===== src/hw/rtl/atrr_pkg.sv =====
// shared types and constants for the at response receiver
// used by atrr_store, atrr_ctrl and at_response_receiver_top; no dependencies
package atrr_pkg;

   localparam int BUFFER_DEPTH = 4096;
   localparam int ADDR_W       = $clog2(BUFFER_DEPTH);
   localparam int COUNT_W      = 13;
   localparam int INDEX_W      = 12;
   localparam int TICK_W       = 20;
   localparam int BYTE_W       = 8;
   localparam int SUFFIX_W     = 7 * BYTE_W;

   typedef enum logic [1:0] {
      OP_START = 2'd0,
      OP_BYTE  = 2'd1,
      OP_TICK  = 2'd2,
      OP_READ  = 2'd3
   } op_type;

   localparam logic [1:0] CODE_OK    = 2'd0;
   localparam logic [1:0] CODE_ERROR = 2'd1;
   localparam logic [1:0] CODE_FAIL  = 2'd2;

   localparam logic [BYTE_W-1:0] CHAR_LF = 8'h0a;
   localparam logic [BYTE_W-1:0] CHAR_CR = 8'h0d;
   localparam logic [BYTE_W-1:0] CHAR_O  = 8'h4f;
   localparam logic [BYTE_W-1:0] CHAR_K  = 8'h4b;
   localparam logic [BYTE_W-1:0] CHAR_E  = 8'h45;
   localparam logic [BYTE_W-1:0] CHAR_R  = 8'h52;

   typedef struct packed {
      logic              wr_en;
      logic [ADDR_W-1:0] wr_addr;
      logic [BYTE_W-1:0] wr_data;
      logic              rd_en;
      logic [ADDR_W-1:0] rd_addr;
   } mem_req_type;

   typedef struct packed {
      logic               done;
      logic               busy;
      logic [1:0]         code;
      logic [COUNT_W-1:0] length;
      logic               rd_ok;
   } rslt_type;

endpackage


===== src/hw/rtl/atrr_ctrl.sv =====
// receiver control: length, armed flag, outcome, timeout and reply suffix match
// depends on atrr_pkg; drives the store requests and the result of each transfer
module atrr_ctrl (
   input  logic                           clock,
   input  logic                           reset,
   input  logic                           item_fire,
   input  logic [1:0]                     operation,
   input  logic [atrr_pkg::BYTE_W-1:0]    byte_value,
   input  logic [atrr_pkg::TICK_W-1:0]    timeout_ms,
   input  logic [atrr_pkg::INDEX_W-1:0]   read_index,
   output atrr_pkg::mem_req_type          mem_req,
   output atrr_pkg::rslt_type             rslt
);

   logic [atrr_pkg::COUNT_W-1:0]  count_ff, count_in;
   logic                          armed_ff, armed_in;
   logic [1:0]                    outcome_ff, outcome_in;
   logic [atrr_pkg::TICK_W-1:0]   ticks_ff, ticks_in;
   logic [atrr_pkg::SUFFIX_W-1:0] recent_ff, recent_in;
   logic                          done;
   logic                          full;
   logic                          line_end;
   logic                          ok_match;
   logic                          err_match;
   logic [atrr_pkg::TICK_W-1:0]   ticks_dec;
   atrr_pkg::op_type              op;

   assign op   = atrr_pkg::op_type'(operation);
   assign full = (count_ff >= atrr_pkg::COUNT_W'(atrr_pkg::BUFFER_DEPTH));

   // suffix checks against the reply with the new byte appended
   assign line_end  = (byte_value == atrr_pkg::CHAR_LF) && (count_ff >= 1)
                      && (recent_ff[7:0] == atrr_pkg::CHAR_CR);
   assign ok_match  = (count_ff >= 3) && (recent_ff[23:16] == atrr_pkg::CHAR_O)
                      && (recent_ff[15:8] == atrr_pkg::CHAR_K);
   assign err_match = (count_ff >= 6) && (recent_ff[47:40] == atrr_pkg::CHAR_E)
                      && (recent_ff[39:32] == atrr_pkg::CHAR_R)
                      && (recent_ff[31:24] == atrr_pkg::CHAR_R)
                      && (recent_ff[23:16] == atrr_pkg::CHAR_O)
                      && (recent_ff[15:8] == atrr_pkg::CHAR_R);

   assign ticks_dec = (ticks_ff != '0) ? ticks_ff - 1'b1 : ticks_ff;

   always_comb begin
      count_in   = count_ff;
      armed_in   = armed_ff;
      outcome_in = outcome_ff;
      ticks_in   = ticks_ff;
      recent_in  = recent_ff;
      done       = 1'b0;
      mem_req.wr_en   = 1'b0;
      mem_req.wr_addr = count_ff[atrr_pkg::ADDR_W-1:0];
      mem_req.wr_data = byte_value;
      mem_req.rd_en   = 1'b0;
      mem_req.rd_addr = read_index[atrr_pkg::ADDR_W-1:0];
      if (item_fire) begin
         unique case (op)
            atrr_pkg::OP_START: begin
               count_in   = '0;
               recent_in  = '0;
               outcome_in = atrr_pkg::CODE_FAIL;
               ticks_in   = timeout_ms;
               armed_in   = (timeout_ms != '0);
               done       = (timeout_ms == '0);
            end
            atrr_pkg::OP_BYTE: begin
               if (armed_ff) begin
                  if (!full) begin
                     mem_req.wr_en = 1'b1;
                     count_in  = count_ff + 1'b1;
                     recent_in = {recent_ff[atrr_pkg::SUFFIX_W-atrr_pkg::BYTE_W-1:0],
                                  byte_value};
                     if (line_end && ok_match) begin
                        outcome_in = atrr_pkg::CODE_OK;
                        armed_in   = 1'b0;
                        done       = 1'b1;
                     end else if (line_end && err_match) begin
                        outcome_in = atrr_pkg::CODE_ERROR;
                        armed_in   = 1'b0;
                        done       = 1'b1;
                     end
                  end else begin
                     outcome_in = atrr_pkg::CODE_FAIL;
                     armed_in   = 1'b0;
                     done       = 1'b1;
                  end
               end
            end
            atrr_pkg::OP_TICK: begin
               if (armed_ff) begin
                  ticks_in = ticks_dec;
                  if (ticks_dec == '0) begin
                     armed_in = 1'b0;
                     done     = 1'b1;
                  end
               end
            end
            atrr_pkg::OP_READ: begin
               mem_req.rd_en = 1'b1;
            end
            default: begin
            end
         endcase
      end
   end

   always_comb begin
      rslt.done   = done;
      rslt.busy   = armed_in;
      rslt.code   = outcome_in;
      rslt.length = count_in;
      rslt.rd_ok  = (op == atrr_pkg::OP_READ)
                    && (atrr_pkg::COUNT_W'(read_index) < count_ff);
   end

   always_ff @(posedge clock) begin
      if (reset) begin
         count_ff   <= '0;
         armed_ff   <= 1'b0;
         outcome_ff <= atrr_pkg::CODE_FAIL;
         ticks_ff   <= '0;
         recent_ff  <= '0;
      end else begin
         count_ff   <= count_in;
         armed_ff   <= armed_in;
         outcome_ff <= outcome_in;
         ticks_ff   <= ticks_in;
         recent_ff  <= recent_in;
      end
   end

`ifndef NO_ASSERTIONS
   a_no_write_when_full: assert property (@(posedge clock) disable iff (reset)
      mem_req.wr_en |-> count_ff < atrr_pkg::COUNT_W'(atrr_pkg::BUFFER_DEPTH))
      else $error("store write past the end of the buffer");

   a_start_clears: assert property (@(posedge clock) disable iff (reset)
      item_fire && (op == atrr_pkg::OP_START) |=> (count_ff == '0)
      && (recent_ff == '0))
      else $error("start did not clear the reply");

   a_idle_holds: assert property (@(posedge clock) disable iff (reset)
      item_fire && !armed_ff && (op != atrr_pkg::OP_START) |=> $stable(count_ff)
      && $stable(outcome_ff))
      else $error("idle receiver changed its reply state");
`endif

endmodule

===== config.mk =====
export PLATFORM = sky130hd
export DESIGN_NAME = atrr_ctrl
export DESIGN_NICKNAME = d
export VERILOG_FILES = /design/src/hw/rtl/atrr_pkg.sv /design/src/hw/rtl/atrr_ctrl.sv
export SDC_FILE = /design/constraint.sdc
export NUM_CORES = 1
export LEC_CHECK = 0
export BUFFER_PORTS_ARGS = -buffer_cell sky130_fd_sc_hd__buf_4
export CAP_MARGIN = 25
export CORE_ASPECT_RATIO = 1.25
export CORE_MARGIN = 2
export CORE_UTILIZATION = 56
export CTS_CLUSTER_DIAMETER = 80
export DETAILED_ROUTE_END_ITERATION = 6
export PLACE_DENSITY = 0.87
export SYNTH_ARGS = -nofsm -noshare
export SYNTH_HDL_FRONTEND = slang
export SYNTH_SLANG_ARGS = --single-unit
export TNS_END_PERCENT = 5

===== constraint.sdc =====
create_clock -name clock -period 3.5 [get_ports clock]
set_input_delay 0.35 -clock clock [delete_from_list [all_inputs] [get_ports clock]]
set_output_delay 0.35 -clock clock [all_outputs]
set_load 0.005 [all_outputs]

==> summary.md <==
| Metric | Value |
|---|---|
| CP endpoint kind | `output pin` |
| Root Driver | `clkbuf_16` |
| Row count | `39` |
| Mux share of post-synthesis cell area | `0.1924%` |
| Pwr dens | `420.4 nW/um^2` |
| CP Cell Sequence | `inv_1, ha_1, or3b_4, nor3_4, a211oi_1, o211ai_1, a21oi_1, and4_4, o311a_1, buf_4` |
| Io pins | `97` |
| CTS Sinks | `84` |
| Post-synth cell types | `67` |
| Critical Path Start | `ticks_ff[0]$_SDFFE_PP0P_` |
| GRT Util Overall | `27.80%` |
| CP max-delay cell | `or3b_4` |
| # nets final | `between 700 and 800` |
| Hold WC Path Type | `in2reg` |
| Num CTS Buffers | `9` |
| Slowest stage delay, CP | `~0.46 ns` |
| Peak Freq | `roughly 300 MHz` |
| Crit Path Max Fanout | `8` |
| Vias in the first global route | `4971` |
| Initial antenna violation count | `0` |
| Skew final | `about 0.0081 ns` |
| Slew Limit Fails | `0` |
| Final min period | `3.334 ns` |
| Initial Util | `57.33%` |
| TritonRoute pass-1 iters | `7` |
| Routed len/inst | `between 15 and 20 um` |
| Largest family of logic cells by synthesized area | `simple AND/OR/NAND/NOR gates` |
| Setup CP Type | `reg2out` |
| Critical Path End | `rslt[17]` |
| Max clock buf depth | `2` |
| Initial DRC Count | `461` |
| Ant. Diodes | `0` |
| Die area | `10080 um^2` |
| Crit start category | `flip-flop` |
| Top delay family on crit path | `simple AND/OR/NAND/NOR gates` |
| Outcome | `finished, final reports clean` |
| Clock-pin slew on the worst setup and hold paths | `0.07 ns` |
| Worst slew pin tran | `0.8934 ns` |
| Final period utilization | `between 90% and 100%` |
| Total routed wirelength | `14350 um` |
| Number of synthesized flops with an enable pin | `0` |
| First-pass GRT wire length | `roughly 24000 um` |
| Drt drc | `0` |
| Post-Synth Simple-Gate Area | `between 30% and 40%` |
| Chip Height | `111.8 um` |
| Power Total | `2.547 mW` |
| Post-Syn Nets | `759` |
| Synth Instances | `694` |
| Port Buffers | `96` |
| Avg Inst Size Synth | `7.498 um^2` |
| Core area | `roughly 9100 um^2` |
| Register-to-Register Path Depth | `7` |
| R2R Path Start | `ticks_ff[5]$_SDFFE_PP0P_` |
| Via count | `between 5000 and 6000` |
| CTS tree | `built` |
| Largest net degree at the start of global routing | `86` |
| Reg-to-reg setup timing slack | `0.87 ns` |
| Via density per instance | `between 6 and 7` |
| Synth async-reset ratio | `0%` |
| Rel. slew slack | `40.44%` |
| Most used DFF post-synth | `dfxtp_1` |
| Bufs and invs on worst path | `2` |
| Post-layout util | `around 67%` |
| Final HPWL DP | `9895 um` |
| Post-synthesis xor/xnor area fraction | `0.8415%` |
| Worst vdd ir | `388.8 uV` |
| Pre-CTS setup slack | `0.4143 ns` |
| Remaining antenna violation count | `0` |
| Synth Area in Compound Gates | `20.97%` |
| Synthesized flop and latch total | `84` |
| WP depth | `10` |
| Total of max-cap violations | `0` |
| Worst EP required | `~3.2 ns` |
| RSZ-0062 raised after global routing | `false` |
| Register area share after synthesis | `32.32%` |
| Later-pin clock latency in the skew report | `about 0.34 ns` |
| Final worst slack | `0.1659 ns` |
| Syn. warnings | `0` |
| RR Endpoint | `armed_ff$_SDFF_PP0_` |
| Synth Cell Area | `5204 um^2` |
| Gpl congestion | `~0.95` |
| Fillers | `768` |
| Leak pwr | `2.274 nW` |
| Worst hold stages | `3` |
| Share of layout cells above drive strength 1 | `19.22%` |
| Final Hold Viols | `0` |
| Final hold slack | `between 0.3 and 0.4 ns` |
| P&R area growth vs syn | `16.40%` |
| Grt total ovfl | `0` |
| Final setup violation count | `0` |
| H-Tree Depth | `3` |
| Final setup TNS | `0 ns` |
| Post-Synth Adder-Cell Area | `4.809%` |
| Die W | `approximately 90 um` |
| Critical path arrival | `between 2 and 3 ns` |
-- worst min path at each step --
stage / to / start / slack (ns)
floorplan: recent_ff[40]$_SDFFE_PP0P_ / recent_ff[40]$_SDFFE_PP0P_ / 0.43
global placement: recent_ff[41]$_SDFFE_PP0P_ / recent_ff[41]$_SDFFE_PP0P_ / 0.44
detailed placement: recent_ff[42]$_SDFFE_PP0P_ / recent_ff[42]$_SDFFE_PP0P_ / 0.44
CTS: recent_ff[4]$_SDFFE_PP0P_ / byte_value[4] / 0.30
global route: recent_ff[7]$_SDFFE_PP0P_ / byte_value[7] / 0.30
finish: recent_ff[4]$_SDFFE_PP0P_ / byte_value[4] / 0.31
-- layer usage --
metal	track usage, %	up-vias	share of wire [%]
met5	0	-	0
met4	10.15	0	2.3
met3	5.548	35	6.6
met2	49.52	258	52
met1	33.07	2522	40
li1	-	2545	-
-- tightest hold or removal path, cell delays in order --
cell	delay, ns
buf_4	0.12
nand3_1	0.07
a21oi_1	0.06
-- kinds of logic (layout without fill, tap and decap cells) --
logic type | Yosys count | in the layout
adders and majority gates | 20 | 20
AOI/OAI and AO/OA | 180 | 180
buffers and inverters | 104 | 149
DFF | 84 | 84
xor gates and xnor gates | 5 | 5
muxes | 1 | 1
and+or+nand+nor | 300 | 300
-- cells in the mapped netlist (all sizes together) (5+ instances only) --
cell    count  share of area, %
a211oi      7               1.0
ha         20               4.8
o31ai       5              0.72
o22ai       8              0.96
nand4      11               1.3
dfxtp      84                32
a31oi      10               1.2
nor2       37               2.7
a21o        5              0.72
clkbuf     36               2.6
nand3      70               6.7
o21ai      36               3.5
nor4       14               2.4
nor3       18               2.1
a21oi      75               7.2
buf        44               5.9
and3        5              0.60
nor4bb      7               1.3
inv        22               1.6
or3         5              0.70
nand2      85               6.1
nor2b      21               2.5
-- cell type report --
class / count / area [um^2] / area share (%)
Timing Repair Buffer: 109 / 818.3 / 13.51
Tap cell: 123 / 153.9 / 2.541
Sequential cell: 84 / 1682 / 27.76
Multi-Input combinational cell: 506 / 3000 / 49.54
Clock buffer: 9 / 225.2 / 3.718
Inverter: 24 / 90.09 / 1.487
Clock inverter: 7 / 87.58 / 1.446
-- sequential cells by signal (all words and copies together), names as in the netlist --
name	flops
recent_ff	48
outcome_ff	2
count_ff	13
ticks_ff	20
armed_ff	1
-- per-stage QoR --
stage,instance area (um^2),instances
after global placement,5707,842
after floorplan,5204,694
final,6057,862
after global routing,6057,862
after CTS,6020,858
after detailed placement,5707,842
-- where the power goes --
group          switching, mW  internal, mW  leakage (nW)  total (mW)
Combinational          0.318         0.225          1.44       0.543
Sequential            0.0267         0.969         0.678       0.996
Clock                  0.435         0.572         0.155        1.01
-- what timing repair did --
item / CTS / global route
resized for setup: 0 / 2
buffers inserted: 0 / 4
setup endpoints to repair: 0 / 2
hold buffers: 0 / 0
-- cell usage in the layout, fill, tap and decap left out, types with 9 or more instances in the layout --
cell	netlist	routed
a21oi_1	75	74
a31oi_1	10	10
buf_4	34	109
clkbuf_16	0	9
dfxtp_1	84	84
ha_1	20	20
inv_1	22	22
nand2_1	85	85
nand3_1	70	70
nand4_1	11	11
nor2_1	37	37
nor2b_1	21	21
nor3_1	15	15
nor4_1	11	11
o21ai_0	36	36
Power figures use the tool's default switching activity.
